**config.mk**
```make
export PLATFORM = sky130hd
export DESIGN_NAME = ksv_ram
export DESIGN_NICKNAME = d
export VERILOG_FILES = /design/src/design/karplus_strong_string_voice_core_macros.svh /design/src/design/ksv_ram.sv
export SDC_FILE = /design/constraint.sdc
export NUM_CORES = 1
export LEC_CHECK = 0
export ABC_AREA = 1
export ABC_CLOCK_PERIOD_IN_PS = 1480
export BUFFER_PORTS_ARGS = -buffer_cell sky130_fd_sc_hd__buf_2
export CAP_MARGIN = 20
export CORE_UTILIZATION = 61
export CTS_CLUSTER_DIAMETER = 200
export DETAILED_ROUTE_END_ITERATION = 8
export PLACE_DENSITY = 0.79
export SLEW_MARGIN = 25
export SYNTH_ARGS = -nofsm -noshare
export SYNTH_HDL_FRONTEND = slang
export SYNTH_SLANG_ARGS = --single-unit
```
**constraint.sdc**
```tcl
create_clock -name clk_i -period 1.48 [get_ports clk_i]
set_input_delay 0.444 -clock clk_i [delete_from_list [all_inputs] [get_ports clk_i]]
set_output_delay 0.444 -clock clk_i [all_outputs]
set_load 0.01 [all_outputs]
```
**src/design/karplus_strong_string_voice_core_macros.svh**
```systemverilog
// Assertion macros for the plucked-string voice core.
// Included by the RTL files that carry concurrent checks; expects clk_i and rst_ni in scope.
`ifndef KARPLUS_STRONG_STRING_VOICE_CORE_MACROS_SVH
`define KARPLUS_STRONG_STRING_VOICE_CORE_MACROS_SVH

`ifndef SYNTH

`define KSV_ASSERT(lbl, prop, msg) \
  lbl: assert property (@(posedge clk_i) disable iff (!rst_ni) (prop)) else $error(msg);

`define KSV_ASSERT_IMPL(lbl, ante, cons, msg) \
  lbl: assert property (@(posedge clk_i) disable iff (!rst_ni) (ante) |-> (cons)) \
    else $error(msg);

`define KSV_ASSERT_NEXT(lbl, ante, cons, msg) \
  lbl: assert property (@(posedge clk_i) disable iff (!rst_ni) (ante) |=> (cons)) \
    else $error(msg);

`else

`define KSV_ASSERT(lbl, prop, msg)

`define KSV_ASSERT_IMPL(lbl, ante, cons, msg)

`define KSV_ASSERT_NEXT(lbl, ante, cons, msg)

`endif

`endif

```
**src/design/ksv_ram.sv**
```systemverilog
// Generic single-write, single-read synchronous RAM with registered read data.
// Standalone; used for the string store.
`timescale 1ns / 1ps

module ksv_ram #(
  parameter int Width = 8,
  parameter int Depth = 16
) (
  input  logic                     clk_i,
  input  logic                     we_i,
  input  logic [$clog2(Depth)-1:0] waddr_i,
  input  logic [Width-1:0]         wdata_i,
  input  logic [$clog2(Depth)-1:0] raddr_i,
  output logic [Width-1:0]         rdata_o
);

  logic [Width-1:0] mem_q [Depth];
  logic [Width-1:0] rdata_q;

  always_ff @(posedge clk_i) begin
    if (we_i) begin
      mem_q[waddr_i] <= wdata_i;
    end
    rdata_q <= mem_q[raddr_i];
  end

  assign rdata_o = rdata_q;

endmodule

```
After elaboration in Yosys (flattened, before gate mapping)
Memories as Yosys holds them, arrays and structs flattened. A register that Yosys moved wholly into a read port is not among the register bits.
Cells that the tools add are included.
{ "word_totals": {"wordCells": 3, "n_memories": 1, "regBits": 0, "ramBits": 128, "output_inout_bits": 8, "input_bits": 18} }
{ "mem_list": {"columns": ["name", "depth", "word_bits", "rd", "rd_ports_with_merged_regs", "wr", "line_no", "source"], "rows": [
  ["mem_q", 16, 8, 1, 1, 1, "ksv_ram.sv:17", "logic [Width-1:0] mem_q [Depth];"]
]} }
{ "op_classes": {"n_mux": 2} }
{ "ops": {"columns": ["op", "n"], "rows": [
  ["2-to-1 mux 1 bit", 2]
]} }

Logic depth before layout (Yosys ltp)
{ "depth": {"ltp_word": 2, "mapped_depth": 8, "mapped_depth_nobuf": 7} }

Least setup slack after synthesis
Ideal clock, no wire load.
{ "synth_timing": {"path_kind": "input port to flip-flop", "startpoint": "input port waddr_i[3]", "endpoint": "memory mem_q[4][0] (enable)", "setup_slack_ns": 0.085, "required_ns": 1.110, "path_stages": 2, "t_arrival_ns": 1.025, "setup_time_ns": 0.370, "n_path_buf": 0, "path_cell_list": "nand3b_1 nor2_1"} }
{ "synth_lines": {"columns": ["element", "line_no", "source"], "rows": [
  ["start: declaration", "ksv_ram.sv:11", "input logic [$clog2(Depth)-1:0] waddr_i,"],
  ["end: declaration", "ksv_ram.sv:17", null]
]} }
No word-level cell before the write port.

Final worst setup path
{ "layout_timing": {"startpoint": "register rdata_q[4] (netlist: rdata_o[4]) (read register of mem_q)", "endpoint": "output port rdata_o[4]"} }
{ "layout_lines": {"columns": ["element", "line_no", "source"], "rows": [
  ["start: declaration", "ksv_ram.sv:18", "logic [Width-1:0] rdata_q;"],
  ["end: declaration", "ksv_ram.sv:14", "output logic [Width-1:0] rdata_o"]
]} }
No word-level cell between the ends.

==> impl_metrics.json <==
{
  "status": "complete, no violations",
  "first_pass_iters": 5,
  "gp_congestion": 0.8285,
  "grt_pass1_wl_um": 20050,
  "slowest_stage": "dfxtp_1",
  "synthMuxAreaShare_pct": 0,
  "max_cap_viol_count": 0,
  "grt_pass1_vias": 3911,
  "worst_skew_pair.late_latency_ps": 530,
  "post_cts_resize_count": 0,
  "finClkSkew_ps": 8.034,
  "max_freq_ghz": 0.6869,
  "p_leak_nw": 2.918,
  "critPathLaunchType": "flip-flop",
  "synth_xor_area_share_pct": 0,
  "r2r-start": "mem_q[9][5]",
  "grt_usage_pct": 28.68,
  "die-area_um2": 9847,
  "r2r_setup_slack_ps": 410,
  "pre_cts_ws_ps": -53.04,
  "endpoint_kind": "output port",
  "slew_headroom_pct": 74.84,
  "fin_hold_ws_ps": 279.5,
  "final-setup-viol-count": 0,
  "cts_buffers": 17,
  "avgViaCountPerCell": 5.538,
  "report.final.slew_viol_count": 0,
  "die_h_um": 99.23,
  "clock-root-buffer": "clkbuf_8",
  "crit_arrival_ps": 1010,
  "synthAdderAreaFrac_pct": 0,
  "cpLargestDelayFamily": "flip-flops",
  "hold_buffers": 0,
  "crit_chain": "buf_2",
  "synth_cell_type_count": 12,
  "hold_viol_final": 0,
  "wl_um": 12900,
  "synth_compound_area_share_pct": 0,
  "io_pins": 26,
  "start_util_pct": 62.71,
  "core_area_um2": 9196,
  "final_cell_mix": "173 x nand2_1, 128 x edfxtp_1, 100 x inv_1",
  "clk_transition_reported_paths_ps": 60,
  "period_share_pct": 98.37,
  "synth-simple-area-share_pct": 21.05,
  "cts_buffer_depth": 2,
  "cp.buffers_inverters": 1,
  "synth_area_um2": 5767,
  "p_per_area_nw_per_um2": 1298,
  "synth-warning-count": 0,
  "dieWidth_um": 99.23,
  "dp_hpwl_um": 7561,
  "hold_path.startpoint": "raddr_i[3]",
  "drive_above_1_share_pct": 13.18,
  "finalNonFillerCells": 718,
  "min_path_type": "input pin to flip-flop",
  "final_nets": 613,
  "critPathKind": "flip-flop to output port",
  "crit_start": "rdata_o[4]",
  "post_cts_buffers": 0,
  "cts_tree": "built",
  "period_minus_slack_ps": 1456,
  "wl_per_cell_um": 17.97,
  "fp-row-count": 35,
  "grt_max_degree": 65,
  "vias": 3976,
  "syn_nets": 569,
  "synth_top_family_by_area": "simple AND/OR/NAND/NOR gates",
  "ys_seq_area_share_pct": 69.43,
  "synth_area_per_cell_um2": 10.47,
  "drtIter0Drc": 394,
  "critPathMaxStageDelay_ps": 340,
  "htreeDepth": 4,
  "ant_nets": 0,
  "setup_ws_ps": 24.19,
  "ir_worst_vdd_uv": 1037,
  "overflow": 0,
  "diodes": 0,
  "worst_slew_pin_slew_ps": 377.4,
  "cts.sinks": 136,
  "crit_required_ps": 1040,
  "drc": 0,
  "placed_cells": 687,
  "io_buffers": 25,
  "grt_antenna_before_repair": 0,
  "cp_max_fo": 1,
  "synthCells": 551,
  "ys_ff_latch": 136,
  "syn2layout_area_growth_pct": 15.47,
  "layout_commonest_cell": "nand2_1",
  "rsz0062_at_grt": "no"
}
==> cell usage after synthesis <==
| library cell | number | area share, % |
|---|---|---|
| inv_2 | 2 | 0.13 |
| inv_1 | 100 | 6.5 |
| buf_1 | 1 | 0.065 |
| buf_4 | 4 | 0.52 |
| buf_2 | 13 | 1.1 |
| dfxtp_1 | 8 | 2.8 |
| buf_6 | 6 | 1.2 |
| nand3b_1 | 2 | 0.26 |
| nand2_1 | 173 | 11 |
| nand3_1 | 97 | 8.4 |
| nor2_1 | 17 | 1.1 |
| edfxtp_1 | 128 | 67 |
==> report_power, final <==
| group | leakage [nW] | internal [mW] | switching [mW] | total (mW) |
|---|---|---|---|---|
| clock | 0.246 | 2.21 | 1.54 | 3.75 |
| sequential | 1.22 | 4.31 | 0.0236 | 4.33 |
| combinational | 1.45 | 0.181 | 0.386 | 0.567 |
| total | 2.92 | 6.69 | 1.95 | 8.65 |
==> sequential cells by signal, indices dropped and copies added (netlist names) <==
| register | cells |
|---|---|
| mem_q | 128 |
| rdata_o | 8 |
==> logic make-up after synthesis <==
family / count (synthesis)
buf+inv: 126
simple gates: 289
flops: 136
==> stage by stage <==
| stage | util, % | area, µm² | TNS [ps] | power, mW |
|---|---|---|---|---|
| 6_report | 72.41 | 6659 | 0 | 8.645 |
| 5_1_grt | 72.41 | 6659 | 0 | 8.882 |
| 4_1_cts | 72.41 | 6659 | 0 | 8.664 |
| 3_5_place_dp | 66.68 | 6132 | -97.39 | 4.965 |
| 3_3_place_gp | 66.68 | 6132 | -30.06 | 4.943 |
| 2_1_floorplan | - | 5767 | 0 | 4.723 |
==> cell type report <==
| class | instances | area [µm²] |
|---|---|---|
| clock buffers | 19 | 421.7 |
| clock inverters | 12 | 105.1 |
| fillers | 592 | 2537 |
| inverters | 102 | 382.9 |
| multi-input cells | 289 | 1214 |
| flip-flops and latches | 136 | 4004 |
| well taps | 111 | 138.9 |
| repair buffers | 49 | 392.9 |
==> layer usage <==
layer	routed length [µm]	share of wire, %	global-route usage [%]
met1	4982	39	37.52
met2	6174	48	43.38
met3	1301	10	7.871
met4	442	3.4	17.08
met5	0	0	0
==> worst paths after layout <==
| kind | to | cells after the start |
|---|---|---|
| worst max-delay path | rdata_o[4] | 1 |
| worst min-delay path | rdata_o[1] | 3 |
| worst max register to register | rdata_o[5] | 6 |
| worst min register to register | rdata_o[1] | 6 |
Power figures use the tool's default switching activity.
