<file path="src/design/karplus_strong_string_voice_core_macros.svh">
// Assertion macros for the plucked-string voice core.
// Included by the RTL files that carry concurrent checks; expects clk_i and rst_ni in scope.
`ifndef KARPLUS_STRONG_STRING_VOICE_CORE_MACROS_SVH
`define KARPLUS_STRONG_STRING_VOICE_CORE_MACROS_SVH

`ifndef SYNTH

`define KSV_ASSERT(lbl, prop, msg) \
  lbl: assert property (@(posedge clk_i) disable iff (!rst_ni) (prop)) else $error(msg);

`define KSV_ASSERT_IMPL(lbl, ante, cons, msg) \
  lbl: assert property (@(posedge clk_i) disable iff (!rst_ni) (ante) |-> (cons)) \
    else $error(msg);

`define KSV_ASSERT_NEXT(lbl, ante, cons, msg) \
  lbl: assert property (@(posedge clk_i) disable iff (!rst_ni) (ante) |=> (cons)) \
    else $error(msg);

`else

`define KSV_ASSERT(lbl, prop, msg)

`define KSV_ASSERT_IMPL(lbl, ante, cons, msg)

`define KSV_ASSERT_NEXT(lbl, ante, cons, msg)

`endif

`endif

</file>
<file path="src/design/ksv_pkg.sv">
// Shared types, widths and constants for the plucked-string voice core.
// No dependencies; imported by every module of the block except the generic ksv_ram.
`timescale 1ns / 1ps

package ksv_pkg;

  // String store geometry
  localparam int BufDepth = 1024;
  localparam int AddrW    = $clog2(BufDepth);
  localparam int LenW     = $clog2(BufDepth + 1);

  // Field and register widths
  localparam int PeriodW  = 11;
  localparam int DurW     = 20;
  localparam int DecayW   = 16;
  localparam int GainW    = 7;
  localparam int SampleW  = 15;
  localparam int EntryW   = 15;
  localparam int LevelW   = 8;
  localparam int LfsrW    = 16;
  localparam int ProdW    = LevelW + GainW;
  localparam int SumW     = EntryW + 1;
  localparam int FiltW    = DecayW + SumW;
  localparam int DecayShift = 17;

  // Minimum loop length
  localparam int MinLen   = 2;

  // Noise source
  localparam logic [LfsrW-1:0] LfsrSeed = 16'hACE1;
  localparam logic [LfsrW-1:0] LfsrTaps = 16'hB400;

  // Output ceiling
  localparam logic [SampleW-1:0] SampleMax = 15'h7FFF;

  // Register reset values
  localparam logic [DurW-1:0]   NoteDurationRst = 20'd144000;
  localparam logic [DecayW-1:0] DecayGainRst    = 16'd65470;
  localparam logic [GainW-1:0]  OutputGainRst   = 7'd30;

  // Configuration port
  localparam int CfgAddrW = 4;
  localparam int CfgDataW = 32;
  localparam int RegIdxW  = 2;
  localparam logic [RegIdxW-1:0] RegNoteDuration = 2'd0;
  localparam logic [RegIdxW-1:0] RegDecayGain    = 2'd1;
  localparam logic [RegIdxW-1:0] RegOutputGain   = 2'd2;

  // Request commands
  localparam logic CmdTick  = 1'b0;
  localparam logic CmdPluck = 1'b1;

  typedef struct packed {
    logic               cmd;
    logic [PeriodW-1:0] period_length;
  } ksv_in_t;

  typedef struct packed {
    logic [SampleW-1:0] sample_out;
    logic               playing;
  } ksv_out_t;

  typedef struct packed {
    logic [DurW-1:0]   note_duration;
    logic [DecayW-1:0] decay_gain;
    logic [GainW-1:0]  output_gain;
  } ksv_cfg_t;

  typedef enum logic [2:0] {
    KSV_IDLE,
    KSV_FILL,
    KSV_READ_NXT,
    KSV_MULT,
    KSV_EMIT
  } ksv_state_e;

endpackage

</file>
<file path="src/design/ksv_regs.sv">
// APB-style configuration registers: note duration, loop decay, output gain.
// Depends on ksv_pkg for register codes, reset values and the config struct.
`timescale 1ns / 1ps

module ksv_regs
  import ksv_pkg::*;
(
  input  logic                clk_i,
  input  logic                rst_ni,
  input  logic                psel,
  input  logic                penable,
  input  logic                pwrite,
  input  logic [CfgAddrW-1:0] paddr,
  input  logic [CfgDataW-1:0] pwdata,
  output logic [CfgDataW-1:0] prdata,
  output logic                pready,
  output ksv_cfg_t            cfg_o
);

  ksv_cfg_t           cfg_q;
  logic               wr_en;
  logic [RegIdxW-1:0] reg_idx;

  assign pready  = 1'b1;
  assign wr_en   = psel & penable & pwrite;
  assign reg_idx = paddr[CfgAddrW-1:CfgAddrW-RegIdxW];

  always_ff @(posedge clk_i or negedge rst_ni) begin
    if (!rst_ni) begin
      cfg_q.note_duration <= NoteDurationRst;
      cfg_q.decay_gain    <= DecayGainRst;
      cfg_q.output_gain   <= OutputGainRst;
    end else if (wr_en) begin
      unique case (reg_idx)
        RegNoteDuration: cfg_q.note_duration <= pwdata[DurW-1:0];
        RegDecayGain:    cfg_q.decay_gain    <= pwdata[DecayW-1:0];
        RegOutputGain:   cfg_q.output_gain   <= pwdata[GainW-1:0];
        default: ;
      endcase
    end
  end

  always_comb begin
    unique case (reg_idx)
      RegNoteDuration: prdata = CfgDataW'(cfg_q.note_duration);
      RegDecayGain:    prdata = CfgDataW'(cfg_q.decay_gain);
      RegOutputGain:   prdata = CfgDataW'(cfg_q.output_gain);
      default:         prdata = '0;
    endcase
  end

  assign cfg_o = cfg_q;

endmodule

</file>
<file path="config.mk">
export PLATFORM = sky130hd
export DESIGN_NAME = ksv_regs
export DESIGN_NICKNAME = d
export VERILOG_FILES = /design/src/design/karplus_strong_string_voice_core_macros.svh /design/src/design/ksv_pkg.sv /design/src/design/ksv_regs.sv
export SDC_FILE = /design/constraint.sdc
export NUM_CORES = 1
export LEC_CHECK = 0
export BUFFER_PORTS_ARGS = -buffer_cell sky130_fd_sc_hd__buf_2
export CAP_MARGIN = 20
export CORE_ASPECT_RATIO = 1.1
export CORE_MARGIN = 5
export CORE_UTILIZATION = 40
export CTS_BUF_LIST = sky130_fd_sc_hd__clkbuf_8
export DETAILED_ROUTE_END_ITERATION = 8
export PLACE_DENSITY = 0.73
export RECOVER_POWER = 25
export SYNTH_ARGS = -nofsm -noshare
export SYNTH_HDL_FRONTEND = slang
export SYNTH_SLANG_ARGS = --single-unit
</file>
<file path="constraint.sdc">
create_clock -name clk_i -period 2.51 [get_ports clk_i]
set_input_delay 0.6275 -clock clk_i [delete_from_list [all_inputs] [get_ports clk_i]]
set_output_delay 0.6275 -clock clk_i [all_outputs]
set_load 0.03 [all_outputs]
</file>
After elaboration in Yosys (flattened, before gate mapping)
Index checks and enable logic that the tools add are counted.
{"block": "word_totals", "reg_bits": 43, "input_bits": 41, "output_inout_bits": 76, "elab_cells": 12}
{"block": "classes", "eq_ne": 2, "mux": 1, "n_bitwise": 2, "reduce_logical": 4}
{"operator": "$pmux W20 S3", "count": 1}
{"operator": "$reduce_and A2 Y1", "count": 3}
{"operator": "$and A1 B1 Y1", "count": 2}
{"operator": "$eq A2 B1 Y1 const B", "count": 1}
{"operator": "$eq A2 B2 Y1 const B", "count": 1}
{"operator": "$logic_not A2 Y1", "count": 1}

Longest topological paths before layout
{"block": "logic_depth", "depth_word": 3, "depth_mapped": 4, "depth_no_buf": 3}

Least setup slack after synthesis
Ideal clock, no wire load.
{"block": "synth_timing", "path_kind": "input -> output", "from": "in paddr[3]", "to": "out prdata[4]", "arrival_ps": 1678, "t_required_ps": 1882, "setup_slack_ps": 205, "cell_stages": 3, "path_buffers": 2, "path_cell_list": "buf_2 -> clkbuf_1 -> o21ai_0"}
{"block": "synth_between", "elab_chain_cells": 2, "word_cells_on_any_way": 4, "classes_between": "eq/ne (2); mux (1); reduce/logical (1)"}
{"element": "start, declared", "line_no": "ksv_regs.sv:13", "source": "input logic [CfgAddrW-1:0] paddr,"}
{"element": "$eq A2 B2 Y1, or another cell as far along", "line_no": "ksv_regs.sv:44", "source": "unique case (reg_idx)"}
{"element": "$pmux W20 S3 *", "line_no": "ksv_regs.sv:44"}
{"element": "end, declared", "line_no": "ksv_regs.sv:15", "source": "output logic [CfgDataW-1:0] prdata,"}
Every way passes the cells marked *; elsewhere a longest branch is shown, timed or not.

Final worst setup path
{"block": "layout_timing", "from": "in paddr[2]", "to": "out prdata[11]"}
The elaborated chain is that of the path after synthesis.

==> results.py <==
metrics = {
    "global_route": {
        "grt-ovfl-total": 0,
        "groute.layer.met1.usage_pct": 17.5,
        "grt_start_max_net_pins": 39,
        "grt_pass1_vias": 1507,
        "grt_antenna_before_repair": 0,
        "grt_most_used_layer": "met2",
        "grt_first_pass_wirelength_um": 7700,
        "grtUsageMet3_pct": 3.62,
        "gr-usage-met2_pct": 24.5,
        "grtUsageTotal_pct": 14.3,
    },
    "logic_synthesis": {
        "synth_top_area_cell": "sky130_fd_sc_hd__dfstp_2",
        "synth-edff-count": 0,
        "synthesis.instances": 157,
        "synth_top_area_share_pct": 27.8,
        "syn-mean-instance-area_um2": 13.8,
        "synth_area_mm2": 0.00217,
        "ys_ff_latch": 43,
        "seq_area_frac_synth_pct": 50.9,
        "synthArstFlopShare_pct": 100,
        "ys_dominant_reg_cell": "sky130_fd_sc_hd__dfstp_2",
        "synth-warning-count": 0,
        "synth.distinct_cells": 18,
        "synth_top_cells_by_area": "sky130_fd_sc_hd__dfstp_2 (28%), sky130_fd_sc_hd__dfrtp_1 (23%), sky130_fd_sc_hd__mux2_4 (14%), sky130_fd_sc_hd__mux2_2 (12%), sky130_fd_sc_hd__mux2i_1 (7.4%)",
        "synth_commonest_cells": "sky130_fd_sc_hd__dfstp_2 (23), sky130_fd_sc_hd__mux2_2 (23), sky130_fd_sc_hd__dfrtp_1 (20), sky130_fd_sc_hd__mux2_4 (20), sky130_fd_sc_hd__mux2i_1 (16)",
    },
    "worst_setup_path": {
        "worstPathRequired_ps": 1880,
        "top_family_by_delay_on_critical_path": "buffers and inverters",
        "crit_top_cell": "sky130_fd_sc_hd__buf_2",
        "timing.critical_path.cells": "buf_2, buf_4, mux2i_1, nor2_1, buf_2",
        "criticalPathCategory": "in2out",
        "critPathBufInv": 3,
        "cp.arrival_ps": 1600,
        "critical-path-slowest-cell": "sky130_fd_sc_hd__buf_2",
        "critical_path.startpoint_type": "primary input",
        "end_kind": "output port",
        "critical-path-max-stage-delay_ps": 310,
        "crit_fanout": 12,
    },
    "floorplan": {
        "site_row_count": 28,
        "die_x_um": 80.2,
        "floorplan.io_pins": 117,
        "design.core.area_mm2": 0.00533,
        "die-area_mm2": 0.00700,
        "die_height_um": 87.3,
        "start_util_pct": 40.8,
    },
    "timing": {
        "worst_slack_ps": 286,
        "final_critical_delay_including_setup_and_external_delays_ps": 2220,
        "finalClockSkew_ps": 0,
        "clock.fmax_mhz": 450,
        "final.period_utilization_pct": 88.6,
        "rsz_0062_raised_after_global_routing": "no",
        "final.setup.tns_ps": 0,
        "finalMaxSlewViolations": 0,
        "worst_slew_pin_slew_ps": 821,
        "timing.max_slew.rel_slack_pct": 45.3,
        "setup_viol": 0,
        "timing_hold_violations_final": 0,
    },
    "placement": {
        "area_of_placed_instances_mm2": 0.00267,
        "pre_cts_slack_ps": 275,
        "gpl.final_weighted_congestion": 0.695,
        "buffer_ports.inserted": 89,
        "dp_cells": 321,
        "dp_hpwl_um": 3630,
    },
    "power": {
        "cellPowerDensity_mw_per_mm2": 902,
        "report.power.total_mw": 2.48,
        "ir_drop_uv": 481,
        "leakage_nw": 1.45,
    },
    "drt": {
        "detailedRoute.firstIterationViolations": 32,
        "routed_via_count_divided_by_cell_count": 4.60,
        "num_vias": 1512,
        "drt_first_pass_iters": 4,
        "ant_nets": 0,
        "routedWlPerCell_um": 15.0,
        "wl_um": 4920,
        "drcViolationCount": 0,
    },
    "final_layout": {
        "fin_nets": 294,
        "post_route_cells_drive_above_1_share_pct": 68.5,
        "final_cells": 329,
        "syn2layout_area_growth_pct": 26.7,
        "largest_register_ffs": 43,
        "final_area_mm2": 0.00275,
        "antennaDiodeCount": 0,
    },
    "cts": {
        "cts.path.max_buffers": 2,
        "cts_hold_buf": 0,
        "cts.htree.levels": 2,
        "clk_latency_ps": 280,
        "clk_transition_reported_paths_ps": 80,
        "tritoncts": "built",
        "cts_setup_buffers": 0,
        "cts-root-buf": "sky130_fd_sc_hd__clkbuf_8",
        "clock_sinks": 43,
        "cts_buffers": 5,
        "post_cts_resized": 0,
    },
    "status": {
        "status": "complete, no violations",
    },
    "min_path": {
        "hold_path_class": "in2async",
    },
    "run": {
        "maxCapViolations": 0,
    },
}
-- where the power goes --
part	switching (mW)	internal, mW
combinational	0.658	0.368
sequential	0.122	0.919
clock	0.224	0.190
total	1.00	1.48
-- logic make-up after synthesis --
logic type             share of synthesized area [%]
muxes                                           33.1
DFF                                             50.9
and+or+nand+nor                                 7.09
buffers and inverters                           6.92
AOI/OAI and AO/OA                               1.61
other                                          0.346
-- layout make-up --
| class | instances | area, um^2 |
|---|---|---|
| timing repair buffer | 98 | 509 |
| fill | 495 | 2570 |
| clock buffer | 5 | 68.8 |
| tap | 75 | 93.8 |
| sequential | 43 | 1100 |
| clock inverter | 3 | 16.3 |
| multi-input combinational | 105 | 957 |
-- routing by layer --
layer | vias up | part of all wire (%)
met5 | - | 0
met4 | 0 | 0.91
met3 | 4 | 6.7
met2 | 56 | 50
met1 | 741 | 42
li1 | 711 | -
-- final timing paths --
kind	startpoint	cells past startpoint	to	slack, ps
max in group asynchronous	rst_ni	2	cfg_o[32]$_DFFE_PN1P_	1400
max	paddr[2]	5	prdata[11]	290
min in group clk_i	cfg_o[42]$_DFFE_PN0P_	1	cfg_o[42]$_DFFE_PN0P_	530
min reg2reg	cfg_o[42]$_DFFE_PN0P_	1	cfg_o[42]$_DFFE_PN0P_	530
min	rst_ni	1	cfg_o[34]$_DFFE_PN0P_	430
max reg2reg	cfg_o[26]$_DFFE_PN0P_	1	cfg_o[26]$_DFFE_PN0P_	1710
-- metrics by stage --
| stage | utilization [%] | hold WS, ps |
|---|---|---|
| 2_1_floorplan | - | 332 |
| 4_1_cts | 51.7 | 454 |
| 3_5_place_dp | 50.1 | 514 |
| 5_1_grt | 51.6 | 501 |
| 3_3_place_gp | 50.1 | 508 |
| 6_report | 51.6 | 431 |
-- cell usage in the layout, fill, tap and decap left out --
cell type | netlist | layout
sky130_fd_sc_hd__nor2_1 | 10 | 10
sky130_fd_sc_hd__buf_2 | 3 | 89
sky130_fd_sc_hd__and2_1 | 4 | 4
sky130_fd_sc_hd__clkinv_2 | 0 | 1
sky130_fd_sc_hd__clkbuf_8 | 0 | 5
sky130_fd_sc_hd__dfrtp_1 | 20 | 20
sky130_fd_sc_hd__inv_1 | 0 | 1
sky130_fd_sc_hd__mux2_2 | 23 | 23
sky130_fd_sc_hd__conb_1 | 2 | 13
sky130_fd_sc_hd__or3_4 | 1 | 1
sky130_fd_sc_hd__mux2i_1 | 16 | 16
sky130_fd_sc_hd__nor2b_1 | 1 | 1
sky130_fd_sc_hd__clkbuf_1 | 1 | 1
sky130_fd_sc_hd__buf_4 | 13 | 8
sky130_fd_sc_hd__nor3b_4 | 2 | 2
sky130_fd_sc_hd__o21ai_0 | 7 | 7
sky130_fd_sc_hd__clkinvlp_4 | 0 | 1
sky130_fd_sc_hd__dfstp_2 | 23 | 23
sky130_fd_sc_hd__nand2_1 | 7 | 7
sky130_fd_sc_hd__nand3_2 | 1 | 1
sky130_fd_sc_hd__mux2_4 | 20 | 20
No activity file was read; power rests on OpenSTA's default activity.
