[config.mk]
export PLATFORM = sky130hd
export DESIGN_NAME = ksv_noise
export DESIGN_NICKNAME = d
export VERILOG_FILES = /design/src/design/karplus_strong_string_voice_core_macros.svh /design/src/design/ksv_pkg.sv /design/src/design/ksv_noise.sv
export SDC_FILE = /design/constraint.sdc
export NUM_CORES = 1
export LEC_CHECK = 0
export BUFFER_PORTS_ARGS = -buffer_cell sky130_fd_sc_hd__buf_2
export CAP_MARGIN = 25
export CORE_UTILIZATION = 45
export CTS_CLUSTER_SIZE = 16
export DETAILED_ROUTE_END_ITERATION = 16
export GPL_ROUTABILITY_DRIVEN = 0
export PLACE_DENSITY_LB_ADDON = 0.1
export SYNTH_ARGS = -nofsm -noshare
export SYNTH_HDL_FRONTEND = slang
export SYNTH_SLANG_ARGS = --single-unit
[constraint.sdc]
create_clock -name clk_i -period 3.1 [get_ports clk_i]
set_input_delay 0.155 -clock clk_i [delete_from_list [all_inputs] [get_ports clk_i]]
set_output_delay 0.155 -clock clk_i [all_outputs]
set_load 0.02 [all_outputs]
[src/design/karplus_strong_string_voice_core_macros.svh]
// Assertion macros for the plucked-string voice core.
// Included by the RTL files that carry concurrent checks; expects clk_i and rst_ni in scope.
`ifndef KARPLUS_STRONG_STRING_VOICE_CORE_MACROS_SVH
`define KARPLUS_STRONG_STRING_VOICE_CORE_MACROS_SVH

`ifndef SYNTH

`define KSV_ASSERT(lbl, prop, msg) \
  lbl: assert property (@(posedge clk_i) disable iff (!rst_ni) (prop)) else $error(msg);

`define KSV_ASSERT_IMPL(lbl, ante, cons, msg) \
  lbl: assert property (@(posedge clk_i) disable iff (!rst_ni) (ante) |-> (cons)) \
    else $error(msg);

`define KSV_ASSERT_NEXT(lbl, ante, cons, msg) \
  lbl: assert property (@(posedge clk_i) disable iff (!rst_ni) (ante) |=> (cons)) \
    else $error(msg);

`else

`define KSV_ASSERT(lbl, prop, msg)

`define KSV_ASSERT_IMPL(lbl, ante, cons, msg)

`define KSV_ASSERT_NEXT(lbl, ante, cons, msg)

`endif

`endif

[src/design/ksv_pkg.sv]
// Shared types, widths and constants for the plucked-string voice core.
// No dependencies; imported by every module of the block except the generic ksv_ram.
`timescale 1ns / 1ps

package ksv_pkg;

  // String store geometry
  localparam int BufDepth = 1024;
  localparam int AddrW    = $clog2(BufDepth);
  localparam int LenW     = $clog2(BufDepth + 1);

  // Field and register widths
  localparam int PeriodW  = 11;
  localparam int DurW     = 20;
  localparam int DecayW   = 16;
  localparam int GainW    = 7;
  localparam int SampleW  = 15;
  localparam int EntryW   = 15;
  localparam int LevelW   = 8;
  localparam int LfsrW    = 16;
  localparam int ProdW    = LevelW + GainW;
  localparam int SumW     = EntryW + 1;
  localparam int FiltW    = DecayW + SumW;
  localparam int DecayShift = 17;

  // Minimum loop length
  localparam int MinLen   = 2;

  // Noise source
  localparam logic [LfsrW-1:0] LfsrSeed = 16'hACE1;
  localparam logic [LfsrW-1:0] LfsrTaps = 16'hB400;

  // Output ceiling
  localparam logic [SampleW-1:0] SampleMax = 15'h7FFF;

  // Register reset values
  localparam logic [DurW-1:0]   NoteDurationRst = 20'd144000;
  localparam logic [DecayW-1:0] DecayGainRst    = 16'd65470;
  localparam logic [GainW-1:0]  OutputGainRst   = 7'd30;

  // Configuration port
  localparam int CfgAddrW = 4;
  localparam int CfgDataW = 32;
  localparam int RegIdxW  = 2;
  localparam logic [RegIdxW-1:0] RegNoteDuration = 2'd0;
  localparam logic [RegIdxW-1:0] RegDecayGain    = 2'd1;
  localparam logic [RegIdxW-1:0] RegOutputGain   = 2'd2;

  // Request commands
  localparam logic CmdTick  = 1'b0;
  localparam logic CmdPluck = 1'b1;

  typedef struct packed {
    logic               cmd;
    logic [PeriodW-1:0] period_length;
  } ksv_in_t;

  typedef struct packed {
    logic [SampleW-1:0] sample_out;
    logic               playing;
  } ksv_out_t;

  typedef struct packed {
    logic [DurW-1:0]   note_duration;
    logic [DecayW-1:0] decay_gain;
    logic [GainW-1:0]  output_gain;
  } ksv_cfg_t;

  typedef enum logic [2:0] {
    KSV_IDLE,
    KSV_FILL,
    KSV_READ_NXT,
    KSV_MULT,
    KSV_EMIT
  } ksv_state_e;

endpackage

[src/design/ksv_noise.sv]
// Galois LFSR noise source for string excitation.
// Depends on ksv_pkg for seed, taps and widths.
`timescale 1ns / 1ps

module ksv_noise
  import ksv_pkg::*;
(
  input  logic              clk_i,
  input  logic              rst_ni,
  input  logic              step_i,
  output logic [EntryW-1:0] noise_o
);

  logic [LfsrW-1:0] lfsr_q;
  logic [LfsrW-1:0] lfsr_d;

  // Shift right, fold taps in when the bit leaving is set
  always_comb begin
    lfsr_d = lfsr_q >> 1;
    if (lfsr_q[0]) begin
      lfsr_d = lfsr_d ^ LfsrTaps;
    end
  end

  always_ff @(posedge clk_i or negedge rst_ni) begin
    if (!rst_ni) begin
      lfsr_q <= LfsrSeed;
    end else if (step_i) begin
      lfsr_q <= lfsr_d;
    end
  end

  // The stored entry takes the stepped value
  assign noise_o = lfsr_d[EntryW-1:0];

endmodule

Word-level counts from Yosys, hierarchy flattened
Index checks and enable logic that the tools add are counted.
{"block": "op_classes", "addsub": 0, "mul": 0, "n_div": 0, "magnitude_cmp": 0, "eq_ne": 0, "n_shift": 0, "muxes": 1, "bitwise": 1, "n_reduce_logical": 0}
{"cell": "two-way mux 16 bit", "n": 1}
{"cell": "inverter 3 -> 4 bit", "n": 1}
{"block": "totals", "register_bits": 16, "latchBits": 0, "ramBits": 0, "romBits": 0, "memories": 0}

Depth between registers and ports, before layout
Gate-level depths: netlist of run 1.
{"block": "logic_depth", "word_depth": 2, "depth_mapped": 3}

Worst setup path before layout of run 1
No wires, ideal clock.
{"block": "synth_timing", "path_type": "register -> output", "startpoint": "register lfsr_q[0]", "endpoint": "output port noise_o[10]", "arrival_ps": 870, "t_required_ps": 2945, "setup_slack_ps": 2075, "stages_incl_launch_ff": 3, "n_path_buf": 1, "path_cell_list": "dfstp_2 > xor2_1 > buf_4"}
{"block": "synth_between", "elab_chain_len": 1}
{"element": "from (decl)", "line_no": "ksv_noise.sv:14", "source": "logic [LfsrW-1:0] lfsr_q;"}
{"element": "from (signal assigned)", "line_no": "ksv_noise.sv:27", "source": "lfsr_q <= LfsrSeed;"}
{"element": "from (signal assigned)", "line_no": "ksv_noise.sv:29", "source": "lfsr_q <= lfsr_d;"}
{"element": "two-way mux 16 bit", "line_no": "ksv_noise.sv:20", "source": "if (lfsr_q[0]) begin"}
{"element": "to (decl)", "line_no": "ksv_noise.sv:11", "source": "output logic [EntryW-1:0] noise_o"}
Every way passes these cells.

Worst setup path in the final report of run 1
{"block": "layout_timing", "startpoint": "register lfsr_q[0]", "endpoint": "output port noise_o[13]"}
Same word-level chain as after synthesis.

==> impl_metrics.csv, run 1 <==
group,metric,value,unit
critical_path,critPathRequiredTime,2940,ps
timing,timing.clock.skew,3.308,ps
critical_path,kind_of_end_point_of_the_critical_path,"primary output",
synth,synth_instances,52,
finish,final_cell_area,768.2,um^2
critical_path,worstPathArrival,1250,ps
synth,ys_ff_latch,16,
global_routing,overflow_after_grt,0,
timing,rsz0062_at_grt,"false",
timing,timing.setup.tns,0,ps
finish,biggestRegsByFlops,"lfsr_q: 16 flops",
timing,worstMarginPinSlew,341.7,ps
synth,synth_cell_type_count,6,
global_routing,grt_max_degree,17,
routing,wl_per_cell,13.42,um
cts,ctsHoldBuffers,1,
finish,syn2layout_area_growth,2.163,%
finish,n_antenna_cell,0,
critical_path,start_kind,"register",
synth,synth_common_cells,"mux2_2 (16), buf_4 (15), dfrtp_1 (8), dfstp_2 (8), xor2_1 (3)",
routing,routed_wirelength,980,um
floorplan,floorplan.die_area,1839,um^2
synth,synth_top_cell_area_share,27.95,%
synth,synth-main-ff-cell,"dfstp_2",
timing,finalHoldViolCount,0,
synth,ys_seq_area_share,54.58,%
cts,tritoncts,"yes",
timing,post-route-min-period,1401,ps
routing,firstDrtPassIters,1,
synth,postSynth.asyncResetShare,100.0,%
critical_path,worstPathMaxFanout,5,
floorplan,num_rows,14,
power,power.ir.vdd_worst,0.0002287,V
synth,ys.warnings.count,0,
synth,synthesis.area_per_instance,14.46,um^2
placement,placement.cell_area,721.9,um^2
synth,synth_cell_area,752.0,um^2
finish,largest_reg_flops,16,
critical_path,crit_type,"register to primary output",
synth,synthMostInstantiatedCell,"mux2_2",
power,cellLeakagePower,0.4291,nW
cts,cts_buffers,3,
placement,dpl.cell_count,68,
synth,number_of_enable_type_register_cells_in_the_synthesized_netlist,0,
floorplan,dieWidth,42.88,um
finish,largest-register,"lfsr_q",
flow_run,maxCapViolCount,0,
synth,synth.top_cells.by_area,"dfstp_2 (28%), dfrtp_1 (27%), mux2_2 (24%)",
timing,period_utilisation_layout,45.20,%
cts,cts.htree.levels,1,
cts,clock_latency_late_sink,280,ps
outcome,result_of_the_run,"complete, no violations",
cts,cts.sinks,16,
timing,final_max_slew_viol_count,0,
floorplan,die-height,42.88,um
cts,cts_max_path_buffers,2,
routing,postRouteAntennaNets,0,
power,power.density,460.6,nW/um^2
min_path,hold_path.class,"input port to asynchronous set/reset pin",
timing,timing.final.setup_violations,0,
routing,routed_via_density,4.904,
synth,synth.largest_area_cell,"dfstp_2",
finish,layoutNonFillerInstCount,73,
floorplan,floorplan.initialDensity,48.78,%
floorplan,core_area,1541,um^2
global_routing,initial_antenna_violation_count,0,
cts,post_cts_buffers,0,
global_routing,via_count_of_the_first_global_routing_pass,389,
finish,final_layout_size_suffix_gt1_share,78.95,%
routing,drt_iter0_drc,0,
global_routing,gr-usage-all-layers,13.03,%
timing,max_slew_margin,77.22,%
floorplan,num_io_pins,18,
placement,portBuffers,17,
synth,syn_nets,55,
routing,remaining_drc_errors,0,
cts,postCtsResizedCells,0,
finish,final_net_count,61,
global_routing,wire_length_of_the_first_global_routing_pass,1704,um
cts,ctsRootBufferMaster,"clkbuf_4",
timing,max_freq,713.6,MHz
cts,clkSlewWorstSetupHoldPaths,90,ps
routing,vias,358,
## final timing paths
check	to	slack, ps	start	cells past startpoint
worst max-delay path	noise_o[13]	1700	lfsr_q[0]	2
worst min-delay path	lfsr_q[4]	290	rst_ni	2
worst max register to register	lfsr_q[12]	2030	lfsr_q[0]	2
worst min register to register	lfsr_q[8]	530	lfsr_q[9]	1
max in group asynchronous	lfsr_q[13]	2510	rst_ni	2
min in group clk_i	lfsr_q[4]	380	step_i	2
## cell type report
cell class / count / area (um^2)
Clock buffer: 4 / 36.28
Sequential cell: 16 / 410.4
Tap cell: 16 / 20.02
Timing Repair Buffer: 18 / 95.09
Fill cell: 144 / 773.2
Multi-Input combinational cell: 19 / 206.4
## where the power goes
group | internal (mW) | switching [mW]
Combinational | 0.00460 | 0.00745
Sequential | 0.209 | 0
Clock | 0.0714 | 0.0613
## worst max-delay path, cell delays in order, from the launching register on
cell and delay (ps):
dfstp_2 600, xor2_1 180, buf_2 190
## per-layer routing
layer / track usage [%] / vias up / part of all wire [%]
met1: 14.25 / 177 / 42
met5: 0 / - / 0
met3: 2.553 / 2 / 6.1
li1: - / 168 / -
met2: 22.12 / 11 / 51
met4: 9.375 / 0 / 0.41
## stage by stage
stage	hold WS, ps	setup slack (ps)	power, mW	utilization (%)
3_5_place_dp	76.03	1994	0.2244	46.83
3_3_place_gp	64.18	2033	0.2238	46.83
5_1_grt	308.7	1616	0.3716	49.84
2_1_floorplan	-140.6	2075	0.2212	-
4_1_cts	286.9	1664	0.3631	49.84
6_report	293.5	1699	0.3539	49.84
## logic make-up after synthesis
group,synth area share (%)
buffers and inverters,17.97
DFF,54.58
xor gates and xnor gates,3.495
muxes,23.96
## layout by cell type, fill, tap and decap left out
cell type / count
buf_2: 17
clkbuf_4: 3
clkbuf_8: 1
dfrtp_1: 8
dfstp_2: 8
dlygate4sd3_1: 1
mux2_2: 16
xor2_1: 3
Power figures use the tool's default switching activity.
==> inputs of run 2 (changes only) <==
clock period = 1.46 ns   (was 3.1 ns; I/O delays follow)
==> run 2 against run 1 <==
Critical endpoint is now noise_o[10]. Highest routed layer unchanged. Cell area stayed put. Total power is 110% higher. Worst hold slack worse by 75 ps. Sequential cell count stayed put. Global-route usage is 0.95 points lower. Clock skew hardly changed.
==> impl_metrics.csv, run 2 (synthesized netlist as in run 1, its figures left out) <==
group,metric,value,unit
global_routing,gr-usage-all-layers,12.08,%
min_path,hold_path.class,"input port to asynchronous set/reset pin",
critical_path,worstPathMaxFanout,5,
flow_run,maxCapViolCount,0,
routing,top_layer,"met4",
critical_path,critical_path.cell_chain,"xor2_1, buf_2",
timing,final_max_slew_viol_count,0,
critical_path,worstPathArrival,1240,ps
global_routing,grt_max_degree,17,
finish,layoutNonFillerInstCount,73,
global_routing,overflow_after_grt,0,
routing,postRouteAntennaNets,0,
floorplan,floorplan.initialDensity,48.78,%
timing,max_freq,763.0,MHz
routing,route.layer.met1.wl,428,um
routing,routed_length_on_met3,53,um
critical_path,rrSetupSlack,410,ps
cts,cts_max_path_buffers,2,
finish,syn2layout_area_growth,2.163,%
floorplan,core_area,1541,um^2
critical_path,critPathRequiredTime,1390,ps
placement,dpl.cell_count,68,
timing,timing.setup.tns,0,ps
timing,period_utilisation_layout,89.77,%
critical_path,critPathSlowestCell,"dfstp_2",
cts,clkSlewWorstSetupHoldPaths,90,ps
finish,final_layout_size_suffix_gt1_share,78.95,%
finish,final_net_count,61,
cts,postCtsResizedCells,0,
finish,largest_reg_flops,16,
cts,post_cts_buffers,0,
floorplan,floorplan.die_area,1839,um^2
finish,most_frequent_standard_cell_in_the_layout_excluding_fill_and_tap_cells,"buf_2",
timing,timing.final.setup_violations,0,
power,power.ir.vdd_worst,0.0006951,V
global_routing,wire_length_of_the_first_global_routing_pass,1566,um
critical_path,start_kind,"register",
routing,routed_wirelength,974,um
timing,worstMarginPinSlew,350.3,ps
critical_path,crit_type,"register to primary output",
routing,firstDrtPassIters,2,
floorplan,num_rows,14,
cts,ctsRootBufferMaster,"clkbuf_4",
outcome,result_of_the_run,"complete, no violations",
floorplan,dieWidth,42.88,um
cts,clock_latency_late_sink,280,ps
cts,tritoncts,"yes",
routing,drt_iter0_drc,2,
timing,rsz0062_at_grt,"false",
placement,post-dp-hpwl,733.6,um
cts,cts.sinks,16,
power,cellLeakagePower,0.4291,nW
finish,most-common-layout-cells,"buf_2 (17), mux2_2 (16), dfstp_2 (8), dfrtp_1 (8)",
finish,final_cell_area,768.2,um^2
finish,n_antenna_cell,0,
cts,cts_buffers,3,
timing,max_slew_margin,76.64,%
finish,biggestRegsByFlops,"lfsr_q: 16 flops",
finish,largest-register,"lfsr_q",
cts,ctsHoldBuffers,1,
global_routing,initial_antenna_violation_count,0,
routing,vias,362,
critical_path,kind_of_end_point_of_the_critical_path,"primary output",
global_routing,via_count_of_the_first_global_routing_pass,349,
placement,placement.cell_area,721.9,um^2
routing,route.met2.wl,487,um
timing,timing.clock.skew,3.741,ps
power,power.density,984.5,nW/um^2
floorplan,die-height,42.88,um
routing,wl_per_cell,13.34,um
placement,portBuffers,17,
timing,finalHoldViolCount,0,
timing,post-route-min-period,1311,ps
routing,routed_via_density,4.959,
floorplan,num_io_pins,18,
cts,cts.htree.levels,1,
routing,remaining_drc_errors,0,
critical_path,critical-path-max-stage-delay,590,ps
## run 2: cell counts in the layout (fill, tap and decap cells not counted)
No cell type changed its count.
## run 2: per-layer routing
metal / global-route usage (%) / up-vias
li1: - / 170
met5: 0 / -
met4: 9.375 / 0
met1: 14.33 / 179
met2: 18.79 / 11
met3: 2.553 / 2
## run 2: worst max-delay path: cells and delay by family (launching register included)
family,cells,cell delay [ps]
XOR/XNOR,1,170
flip-flops,1,590
buffers and inverters,1,190
## run 2: path summary, 6_finish.rpt
| check | endpoint | cells past startpoint | startpoint |
|---|---|---|---|
| setup / recovery | noise_o[10] | 2 | lfsr_q[0] |
| hold / removal | lfsr_q[3] | 2 | rst_ni |
| setup reg to reg | lfsr_q[12] | 2 | lfsr_q[0] |
| hold reg to reg | lfsr_q[8] | 1 | lfsr_q[8] |
| max in group asynchronous | lfsr_q[10] | 2 | rst_ni |
| min in group clk_i | lfsr_q[0] | 2 | step_i |
## run 2: layout make-up
cell class                 count  area (um^2)
tap                           16        20.02
sequential                    16        410.4
timing repair buffer          18        95.09
fill                         148        773.2
clock buffer                   4        36.28
multi-input combinational     19        206.4
## run 2: per-stage QoR
| stage | hold slack [ps] | utilization (%) | total power, mW | setup slack, ps |
|---|---|---|---|---|
| after floorplan | -222.6 | - | 0.4697 | 456.3 |
| after global placement | -15.16 | 46.83 | 0.4754 | 449.9 |
| after detailed placement | 1.371 | 46.83 | 0.4766 | 425.0 |
| after CTS | 221.8 | 49.84 | 0.7708 | 125.0 |
| after global routing | 246.6 | 49.84 | 0.7838 | 50.24 |
| final | 218.1 | 49.84 | 0.7564 | 149.3 |
## run 2: where the power goes
| part | leakage (nW) | total (mW) | internal [mW] | switching, mW |
|---|---|---|---|---|
| clock network | 0.0210 | 0.286 | 0.152 | 0.135 |
| registers | 0.194 | 0.444 | 0.444 | 0 |
| logic | 0.214 | 0.0259 | 0.00977 | 0.0161 |
| total | 0.429 | 0.756 | 0.605 | 0.151 |
